===== config.mk =====
export PLATFORM = sky130hd
export DESIGN_NAME = pctm_ctrl
export DESIGN_NICKNAME = d
export VERILOG_FILES = /design/src/hdl/pctm_pkg.sv /design/src/hdl/pctm_ctrl.sv
export VERILOG_INCLUDE_DIRS = /design/src /design/src/hdl
export SDC_FILE = /design/constraint.sdc
export NUM_CORES = 1
export LEC_CHECK = 0
export BUFFER_PORTS_ARGS = -buffer_cell sky130_fd_sc_hd__buf_2
export CAP_MARGIN = 10
export CORE_AREA = 3 3 40 42
export DETAILED_ROUTE_END_ITERATION = 7
export DIE_AREA = 0 0 43 45
export PLACE_DENSITY_LB_ADDON = 0.12
export SLEW_MARGIN = 5
export SYNTH_ARGS = -nofsm -noshare
export SYNTH_HDL_FRONTEND = slang
export SYNTH_SLANG_ARGS = --single-unit

===== constraint.sdc =====
create_clock -name clk -period 1.3 [get_ports clk]
set_input_delay 0.065 -clock clk [delete_from_list [all_inputs] [get_ports clk]]
set_output_delay 0.065 -clock clk [all_outputs]
set_load 0.05 [all_outputs]

===== src/hdl/packet_command_table_matcher_top_assert.svh =====
// ----------------------------------------------------------------------------
// Assertion macros
// Shared concurrent assertion forms for the command table matcher.
// ----------------------------------------------------------------------------
`ifndef PACKET_COMMAND_TABLE_MATCHER_TOP_ASSERT_SVH
`define PACKET_COMMAND_TABLE_MATCHER_TOP_ASSERT_SVH

// same-cycle implication
`define PCTM_ASSERT_SAME(label, clk, rst_n, a, c, msg) \
    label: assert property (@(posedge clk) disable iff (!rst_n) (a) |-> (c)) \
        else $error(msg);

// next-cycle implication
`define PCTM_ASSERT_NEXT(label, clk, rst_n, a, c, msg) \
    label: assert property (@(posedge clk) disable iff (!rst_n) (a) |=> (c)) \
        else $error(msg);

`endif


===== src/hdl/pctm_pkg.sv =====
// ----------------------------------------------------------------------------
// pctm_pkg
// Types, codes and default sizes for the packet command table matcher.
// ----------------------------------------------------------------------------
package pctm_pkg;

    localparam int ENTRIES_DEF           = 64;
    localparam int MAX_PATTERN_BYTES_DEF = 16;
    localparam int MAX_PACKET_BYTES_DEF  = 64;
    localparam int NAME_BYTES_DEF        = 8;

    localparam int OPCODE_W = 2;
    localparam int INDEX_W  = 6;
    localparam int POS_W    = 4;
    localparam int BYTE_W   = 8;
    localparam int LEN_W    = 5;
    localparam int NAME_W   = 64;
    localparam int STATUS_W = 2;
    localparam int MODE_W   = 2;
    localparam int ACTION_W = 2;

    typedef enum logic [OPCODE_W-1:0] {
        OP_PACKET       = 2'd0,
        OP_PATTERN_BYTE = 2'd1,
        OP_PATTERN_LEN  = 2'd2,
        OP_TYPE_NAME    = 2'd3
    } opcode_t;

    typedef enum logic [STATUS_W-1:0] {
        ST_MATCHED  = 2'd0,
        ST_NO_MATCH = 2'd1,
        ST_REFUSED  = 2'd2
    } status_t;

    localparam logic [MODE_W-1:0] MODE_OFF   = 2'd0;
    localparam logic [MODE_W-1:0] MODE_VIDEO = 2'd1;
    localparam logic [MODE_W-1:0] MODE_SCENE = 2'd2;

    localparam logic [ACTION_W-1:0] ACT_NONE  = 2'd0;
    localparam logic [ACTION_W-1:0] ACT_VIDEO = 2'd1;
    localparam logic [ACTION_W-1:0] ACT_SCENE = 2'd2;

    typedef enum logic {
        S_IDLE   = 1'b0,
        S_SEARCH = 1'b1
    } state_t;

    typedef struct packed {
        logic accept;
        logic scan;
        logic load_out;
    } ctrl_cmd_t;

    typedef struct packed {
        logic end_pkt;
        logic done;
    } dp_stat_t;

endpackage


===== src/hdl/pctm_ctrl.sv =====
// ----------------------------------------------------------------------------
// pctm_ctrl
// Sequencer for word intake, table scan and result handoff.
// ----------------------------------------------------------------------------
`include "packet_command_table_matcher_top_assert.svh"

module pctm_ctrl (
    input  logic                clk,
    input  logic                rst_n,
    input  logic                in_valid,
    output logic                in_ready,
    output logic                out_valid,
    input  logic                out_ready,
    input  pctm_pkg::dp_stat_t  stat,
    output pctm_pkg::ctrl_cmd_t cmd
);
    import pctm_pkg::*;

    state_t state_reg;
    state_t state_next;
    logic   out_valid_reg;
    logic   out_free;

    assign out_free  = !out_valid_reg || out_ready;
    assign out_valid = out_valid_reg;

    always_ff @(posedge clk or negedge rst_n)
    begin
        if (!rst_n)
        begin
            state_reg     <= S_IDLE;
            out_valid_reg <= 1'b0;
        end
        else
        begin
            state_reg <= state_next;
            if (cmd.load_out)
            begin
                out_valid_reg <= 1'b1;
            end
            else if (out_ready)
            begin
                out_valid_reg <= 1'b0;
            end
        end
    end

    always_comb
    begin
        state_next = state_reg;
        cmd        = '0;
        in_ready   = 1'b0;
        unique case (state_reg)
            S_IDLE:
            begin
                in_ready   = 1'b1;
                cmd.accept = in_valid;
                if (in_valid && stat.end_pkt)
                begin
                    state_next = S_SEARCH;
                end
            end
            S_SEARCH:
            begin
                // hold the result load while the result register is occupied
                if (stat.done)
                begin
                    if (out_free)
                    begin
                        cmd.load_out = 1'b1;
                        state_next   = S_IDLE;
                    end
                end
                else
                begin
                    cmd.scan = 1'b1;
                end
            end
        endcase
    end

    `PCTM_ASSERT_NEXT(a_result_held, clk, rst_n, out_valid_reg && !out_ready, out_valid_reg,
        "result word dropped before it was taken")
    `PCTM_ASSERT_NEXT(a_end_starts_scan, clk, rst_n, in_valid && in_ready && stat.end_pkt,
        state_reg == S_SEARCH && !in_ready, "packet end did not start a table scan")
    `PCTM_ASSERT_NEXT(a_load_returns_idle, clk, rst_n, cmd.load_out,
        out_valid_reg && state_reg == S_IDLE, "result load did not present a word")
    `PCTM_ASSERT_SAME(a_no_load_while_full, clk, rst_n, out_valid_reg && !out_ready,
        !cmd.load_out, "result register overwritten while stalled")

endmodule


== After elaboration in Yosys (flattened, before gate mapping) ==
Cells that the tools add are included.
Storage, ports and cells
  output and inout bits: 5
  word-level logic and storage cells: 19
  flip-flop bits (word level): 2
  input port bits: 6
Cells by class
  mux-type cells: 12
  bitwise operators: 1
  reductions and logical operators: 4
Operator list (count)
  $mux W1: 10
  $mux W2: 1
  $pmux W1 S2: 1
  $reduce_bool A2 Y1: 1
  $logic_and A1 B1 Y1: 1
  $logic_not A1 Y1: 1
  $logic_or A1 B1 Y1: 1
  $not A1 Y1: 1

== Logic depth before layout (Yosys ltp) ==
Gate-level depths: netlist of the first run.
  word-level depth: 6
  depth in mapped cells: 2
  mapped depth without buffers: 2

== Worst setup path after synthesis of the first run ==
OpenSTA, ideal clock, no wires.
  path type: flip-flop to output port
  from: register out_valid_reg (netlist: out_valid)
  to: output port cmd[0] (netlist name)
  data required time: 1.235 ns
  data arrival time: 1.445 ns
  cell stages (with the launch flop): 3
  buffers on the path: 0
  path slack: -0.210 ns
  path through: dfrtp_1 -> nand2b_4 -> nor2b_1
RTL lines
  start: declaration: RTL line pctm_ctrl.sv:21  | logic out_valid_reg;
  start signal: assignment: RTL line pctm_ctrl.sv:32  | out_valid_reg <= 1'b0;
  start signal: assignment: RTL line pctm_ctrl.sv:39  | out_valid_reg <= 1'b1;
  start signal: assignment: RTL line pctm_ctrl.sv:43  | out_valid_reg <= 1'b0;
  end: declaration: RTL line pctm_ctrl.sv:15  | output pctm_pkg::ctrl_cmd_t cmd

==> run_results.csv, run 1 <==
group,metric,value,unit
route,via_per_inst,3.08,
clock_network,cts_resized,0,
placed_design,gp_congestion,0.689,
route,ant_nets,0,
pwr,clockPowerShare,0.273,
critical_path,start_kind,"flip-flop",
pwr,p_comb_frac,0.513,
global_route,overflow,0,
min_path,hold_path_class,"input port to flip-flop",
die,die-area,1940,um2
die,num_rows,13,
clock_network,insertion_delay,0.22,ns
pwr,swShare,0.497,
clock_network,path_clk_slew,0.03,ns
clock_network,numClockSinks,2,
timing,fin_crit,1.16,ns
global_route,grt_usage,0.0507,
placed_design,place_ws,0.377,ns
die,pin_count,11,
timing,slew_headroom,0.834,
timing,tightest_slew,0.251,ns
die,fp.coreArea,1280,um2
layout,drive_gt1_frac,0.680,
layout,final_nets,33,
die,initial_utilization,0.0818,
run_status,status,"complete, no violations",
timing,tns,0,ns
pwr,power.internal,0.000250,W
timing,fin_ws,0.138,ns
timing,finalMaxSlewViolations,0,
pwr,vdd_drop_max,0.000711,V
timing,fin_crit_sh,0.894,
clock_network,post-cts-setup-buffer-count,0,
global_route,antenna_found_initial,0,
global_route,grt_pass1_wl,586,um
route,routedWlPerCell,8.25,um
pwr,seqPwrFrac,0.213,
route,wirelength,330,um
route,drc,0,
synth,ys_ff_latch,2,
synth,syn_inst,11,
critical_path,crit_type,"flip-flop to output pin",
critical_path,cp_data_required_time,1.24,ns
timing,setup_viol,0,
timing,hold_violations,0,
layout,n_antenna_cell,0,
global_route,grt_max_degree,6,
clock_network,cts_buffers,3,
synth,yosysUniqueCellTypes,9,
synth,ys_warn_count,0,
die,die_w,43,um
route,drt_iter0_markers,0,
global_route,grt_pass1_vias,137,
clock_network,postCtsHoldBufs,1,
critical_path,critPathMaxFanout,5,
clock_network,cts_root_buffer,"clkbuf_4",
clock_network,tritoncts,"done",
critical_path,arrival,1.10,ns
pwr,power.switching,0.000247,W
placed_design,io_buffers,10,
critical_path,crit_path_end_kind,"output pin",
pwr,power_leakage,0.118,nW
clock_network,htreeDepth,1,
route,vias,123,
timing,timing.fmax,861,MHz
layout,post-route-util,0.165,
synth,syn-num-nets,17,
die,die_h,45,um
synth,synth-seq-area-share,0.476,
synth,syn_avg_cell_area,9.55,um2
clock_network,clockBufferDepth,2,
pwr,powerDensity,2350,nW/um2
job,maxCapViolations,0,
timing,rsz0062_at_grt,"no",
synth,synth_area,105,um2
layout,syn2layout_area_growth,101,%
route,firstDrtPassIters,1,
timing,fin_worst_skew,0.00319,ns
-- cells in the final DEF, fill, tap and decap left out --
cell type and instances:
a21oi_1 1, nor2b_2 1, nand2_1 2, buf_2 10
and2b_2 1, dlygate4sd3_1 1, clkbuf_4 3, inv_1 1
dfrtp_1 2, nand2b_4 1, nor2_2 1, a31oi_1 1
-- critical path, stage by stage (launching register included) --
cell	delay [ns]
dfrtp_1	0.41
and2b_2	0.22
buf_2	0.25
-- logic make-up (layout without fill, tap and decap cells) --
| kind of cell | count (synthesis) | after routing | synth area share |
|---|---|---|---|
| buf+inv | 1 | 15 | 0.0357 |
| compound gates | 2 | 2 | 0.107 |
| simple gates | 6 | 6 | 0.381 |
| flops | 2 | 2 | 0.476 |
-- layout make-up --
type | instances | area (um2)
Tap cell | 15 | 18.8
Multi-Input combinational cell | 8 | 56.3
Inverter | 1 | 3.75
Sequential cell | 2 | 50.0
Fill cell | 155 | 1070
Timing Repair Buffer | 11 | 60.1
Clock buffer | 3 | 22.5
-- routing by layer --
metal | up-vias | routed length [um] | part of all wire | GRT usage
met2 | 8 | 119 | 0.36 | 0.0449
met5 | - | 0 | 0 | 0
met3 | 0 | 50 | 0.15 | 0.0677
met4 | 0 | 0 | 0 | 0.0542
li1 | 64 | - | - | -
met1 | 51 | 159 | 0.48 | 0.0480
-- per-stage QoR --
| step | total power (W) | cells | hold slack, ns | cell area [um2] |
|---|---|---|---|---|
| 2_1_floorplan | 0.000303 | 11 | -0.231 | 110 |
| 3_3_place_gp | 0.000362 | 36 | -0.144 | 179 |
| 3_5_place_dp | 0.000362 | 36 | -0.145 | 179 |
| 4_1_cts | 0.000513 | 40 | 0.0669 | 211 |
| 5_1_grt | 0.000544 | 40 | 0.0782 | 211 |
| 6_report | 0.000497 | 40 | 0.0775 | 211 |
-- worst paths after layout --
check	from	end	slack [ns]	depth (start not counted)
hold reg to reg	out_valid	out_valid	0.52	2
max in group asynchronous	rst_n	out_valid	1.04	2
setup / recovery	state_reg	cmd[2]	0.14	2
hold / removal	stat[0]	state_reg	0.08	2
setup reg to reg	state_reg	state_reg	0.58	2
min in group asynchronous	rst_n	state_reg	0.16	2
-- Yosys cell counts --
cell type  count  area (um2)
nor2_1         1        3.75
and2b_2        1        8.76
nand2b_4       1        13.8
nor2b_1        1        6.26
inv_1          1        3.75
a31oi_1        1        6.26
a21oi_1        1        5.00
nand2_1        2        7.51
dfrtp_1        2        50.1
-- power groups by stage --
stage	Clock, W	Sequential, W	Combinational (W)
after global routing	0.000164	0.000110	0.000270
after CTS	0.000148	0.000107	0.000258
after detailed placement	0	0.000106	0.000256
after floorplan	0	0.000135	0.000168
final	0.000136	0.000106	0.000255
after global placement	0	0.000104	0.000258
No activity file was read; power rests on OpenSTA's default activity.
==> run 2: changes to the inputs <==
Clock period 1.3 ns to 1.4 ns, I/O delays scaled along.
==> run_results.csv, run 2 (same netlist as run 1, synthesis figures left out) <==
group,metric,value,unit
job,maxCapViolations,0,
critical_path,start_kind,"flip-flop",
layout,final_common_cell,"buf_2",
timing,tns,0,ns
die,initial_utilization,0.0818,
clock_network,cts_resized,0,
route,drt_iter0_markers,0,
pwr,power.internal,0.000231,W
global_route,grt_pass1_vias,150,
route,wl_met2,223,um
critical_path,cpMaxStageDelayCell,"dfrtp_1",
route,via_per_inst,3.08,
timing,slew_headroom,0.834,
timing,fin_crit,1.16,ns
critical_path,critPathMaxFanout,5,
pwr,p_comb_frac,0.508,
pwr,seqPwrFrac,0.213,
clock_network,cts_root_buffer,"clkbuf_4",
clock_network,insertion_delay,0.22,ns
timing,setup_viol,0,
pwr,power.switching,0.000226,W
timing,fin_crit_sh,0.826,
placed_design,numPlacedInstances,36,
pwr,clockPowerShare,0.279,
clock_network,clockBufferDepth,2,
clock_network,tritoncts,"done",
global_route,grt_pass1_wl,517,um
critical_path,path_cells,"and2b_2, buf_2",
timing,fin_worst_skew,0.00273,ns
critical_path,crit_path_end_kind,"output pin",
route,ant_nets,0,
timing,timing.fmax,865,MHz
layout,final_nets,33,
die,die_h,45,um
global_route,antenna_found_initial,0,
timing,rsz0062_at_grt,"no",
run_status,status,"complete, no violations",
clock_network,numClockSinks,2,
clock_network,htreeDepth,1,
global_route,grt_max_degree,6,
die,fp.coreArea,1280,um2
placed_design,io_buffers,10,
layout,layoutNonFillerInstCount,40,
min_path,hold_path_class,"input port to flip-flop",
clock_network,path_clk_slew,0.03,ns
critical_path,cpPeakStageDelay,0.40,ns
die,die-area,1940,um2
route,routed.top_layer,"met3",
pwr,power_leakage,0.118,nW
timing,hold_violations,0,
route,met1_length,75,um
pwr,finalPower,0.000456,W
route,wirelength,311,um
pwr,powerDensity,2180,nW/um2
route,firstDrtPassIters,1,
route,routed-wl-met3,12,um
timing,finalMaxSlewViolations,0,
timing,tightest_slew,0.250,ns
clock_network,cts_buffers,3,
pwr,swShare,0.494,
global_route,overflow,0,
layout,drive_gt1_frac,0.640,
die,num_rows,13,
route,drc,0,
pwr,vdd_drop_max,0.000431,V
die,pin_count,11,
critical_path,crit_type,"flip-flop to output pin",
layout,layout_common_cells,"10 x buf_2, 3 x clkbuf_4, 2 x nand2_1, 2 x dfrtp_1",
route,routedWlPerCell,7.78,um
layout,syn2layout_area_growth,98.8,%
timing,holdWs,0.0659,ns
critical_path,arrival,1.09,ns
global_route,grt_usage,0.0458,
critical_path,cp_data_required_time,1.33,ns
placed_design,gp_congestion,0.606,
layout,n_antenna_cell,0,
die,die_w,43,um
route,vias,123,
-- run 2: cell counts in the layout (fill, tap and decap cells not counted) --
Identical to the previous run, type by type.
-- run 2: stage by stage --
step,setup slack (ns),util,instance area [um2]
3_3_place_gp,0.467,0.137,176
6_report,0.244,0.163,209
2_1_floorplan,0.00726,-,108
4_1_cts,0.224,0.163,209
3_5_place_dp,0.468,0.137,176
5_1_grt,0.157,0.163,209
-- run 2: worst paths after layout --
kind / startpoint / to / slack (ns) / cells past startpoint
min in group asynchronous: rst_n / state_reg / 0.16 / 2
worst max register to register: state_reg / state_reg / 0.68 / 2
max in group asynchronous: rst_n / out_valid / 1.14 / 2
worst min-delay path: stat[0] / state_reg / 0.07 / 2
worst min register to register: out_valid / out_valid / 0.52 / 2
worst max-delay path: state_reg / cmd[2] / 0.24 / 2
-- run 2: layer usage --
layer  global-route usage  vias to the layer above
met3               0.0398                        0
met1               0.0145                       59
li1                     -                       63
met5                    0                        -
met4               0.0904                        0
met2               0.0719                        1
-- run 2: worst max-delay path: cells and delay by family (launching register included) --
family	cells	cell delay [ns]
flops	1	0.40
simple gates	1	0.21
buf+inv	1	0.25
-- run 2: layout make-up --
class                           count  area, um2
Sequential cell                     2       50.0
Timing Repair Buffer               11       60.1
Clock buffer                        3       22.5
Fill cell                         151       1080
Tap cell                           15       18.8
Multi-Input combinational cell      8       53.8
Inverter                            1       3.75
-- run 2: power by group through the flow --
stage	Sequential (W)	Combinational, W	Clock [W]
floorplan	0.000126	0.000153	0
global placement	0.0000993	0.000233	0
detailed placement	0.0000995	0.000233	0
CTS	0.0000988	0.000235	0.000134
global route	0.000101	0.000247	0.000144
finish	0.0000974	0.000232	0.000127
-- run 2: what timing repair did --
item                      in CTS  in global routing
hold buffers                   1                  0
setup buffers                  0                  0
hold endpoints to repair       2                  0
==> run 3: changes to the inputs <==
Clock period 1.4 ns to 1.2 ns, I/O delays scaled along.
==> run_results.csv, run 3 (same netlist as run 1, synthesis figures left out) <==
group,metric,value,unit
route,firstDrtPassIters,1,
route,drc,0,
timing,tightest_slew,0.252,ns
clock_network,numClockSinks,2,
critical_path,crit_cells,2,
layout,final_nets,33,
critical_path,crit_path_start,"state_reg",
die,initial_utilization,0.0818,
layout,final_common_cell,"buf_2",
die,die_w,43,um
global_route,grt_pass1_wl,565,um
timing,fin_crit,1.13,ns
critical_path,r2r_slack,0.49,ns
min_path,hold_path_class,"input port to flip-flop",
critical_path,critPathBufInv,1,
die,num_rows,13,
layout,drive_gt1_frac,0.680,
route,ant_nets,0,
die,pin_count,11,
clock_network,path_clk_slew,0.03,ns
timing,fin_crit_sh,0.942,
timing,holdWs,0.0742,ns
critical_path,worst-r2r-cell-count,2,
critical_path,arrival,1.07,ns
clock_network,cts_buffers,3,
global_route,grtUsageMet3,0.0239,
timing,finalMaxSlewViolations,0,
timing,timing.fmax,885,MHz
global_route,grt-busiest-layer,"met4",
layout,layout_common_cells,"7 x buf_2, 5 x clkbuf_4, 2 x nand2_1, 2 x dfrtp_1",
run_status,status,"complete, no violations",
route,drt_iter0_markers,0,
clock_network,htreeDepth,1,
critical_path,cp_data_required_time,1.14,ns
pwr,powerDensity,2530,nW/um2
critical_path,r2r_start,"state_reg",
layout,fillers,151,
placed_design,io_buffers,10,
critical_path,cpPeakStageDelay,0.41,ns
layout,post-route-util,0.170,
route,wirelength,352,um
critical_path,path_cells,"and2b_2, clkbuf_4",
global_route,grt_max_degree,6,
clock_network,post-cts-setup-buffer-count,0,
timing,rsz0062_at_grt,"no",
clock_network,clockBufferDepth,2,
job,maxCapViolations,0,
layout,n_antenna_cell,0,
timing,slew_headroom,0.833,
route,via_per_inst,3.10,
global_route,antenna_found_initial,0,
clock_network,tritoncts,"done",
timing,fin_worst_skew,0.00401,ns
pwr,power_leakage,0.118,nW
global_route,grt_use_met1,0.0504,
critical_path,critPathMaxFanout,5,
layout,stdcell_area,219,um2
critical_path,cp_top_family,"flip-flops",
global_route,grt_pass1_vias,144,
critical_path,crit_path_end_kind,"output pin",
timing,hold_violations,0,
timing,setup_viol,0,
pwr,finalPower,0.000554,W
global_route,met2_usage,0.0479,
placed_design,gp_congestion,0.692,
clock_network,insertion_delay,0.22,ns
die,fp.coreArea,1280,um2
placed_design,placed_area,179,um2
route,vias,124,
global_route,grt_usage,0.0457,
global_route,overflow,0,
die,die-area,1940,um2
critical_path,crit_type,"flip-flop to output pin",
min_path,holdPathStages,2,
critical_path,start_kind,"flip-flop",
die,die_h,45,um
critical_path,cpMaxStageDelayCell,"dfrtp_1",
clock_network,cts_root_buffer,"clkbuf_4",
layout,syn2layout_area_growth,108,%
route,routedWlPerCell,8.80,um
pwr,vdd_drop_max,0.000602,V
critical_path,crit_end,"cmd[2]",
critical_path,regToRegEndpoint,"state_reg",
-- run 3: final cells by class --
type / count / area, um2 / area share
Timing Repair Buffer: 11 / 67.6 / 0.309
Multi-Input combinational cell: 8 / 56.3 / 0.257
Tap cell: 15 / 18.8 / 0.0857
Clock buffer: 3 / 22.5 / 0.103
Inverter: 1 / 3.75 / 0.0171
Sequential cell: 2 / 50.0 / 0.229
-- run 3: what timing repair did --
item,CTS,global route
endpoints found under the setup margin,0,3
gates resized for setup,0,4
hold endpoints to repair,2,0
hold buffers,1,0
-- run 3: worst register-to-register path: stages, from the launching register on --
cell and delay (ns):
dfrtp_1 0.41, a21oi_1 0.13, a31oi_1 0.05
-- run 3: metal layers --
metal	vias up	part of all wire	routed length (um)
met5	-	0	0
met4	0	0	0
met3	0	0.094	33
met2	8	0.40	141
met1	53	0.50	176
li1	63	-	-
-- run 3: where the power goes --
part / internal (W) / total (W) / leakage (nW) / switching, W
Combinational: 0.0000811 / 0.000290 / 0.0805 / 0.000209
Clock: 0.000110 / 0.000149 / 0.0138 / 0.0000384
Sequential: 0.0000903 / 0.000115 / 0.0238 / 0.0000251
Total: 0.000282 / 0.000554 / 0.118 / 0.000272
-- run 3: worst min path at each step --
stage,from,endpoint
after detailed placement,rst_n,out_valid
after global placement,rst_n,out_valid
after CTS,stat[0],state_reg
after floorplan,rst_n,out_valid
final,stat[0],state_reg
after global routing,stat[0],state_reg
-- run 3: per-stage QoR --
step / setup WS (ns) / setup TNS [ns] / instances
final: 0.0702 / 0 / 40
after global routing: 0.0212 / 0 / 40
after CTS: 0.0237 / 0 / 40
after detailed placement: 0.282 / 0 / 36
after global placement: 0.274 / 0 / 36
after floorplan: -0.0545 / -0.0545 / 11
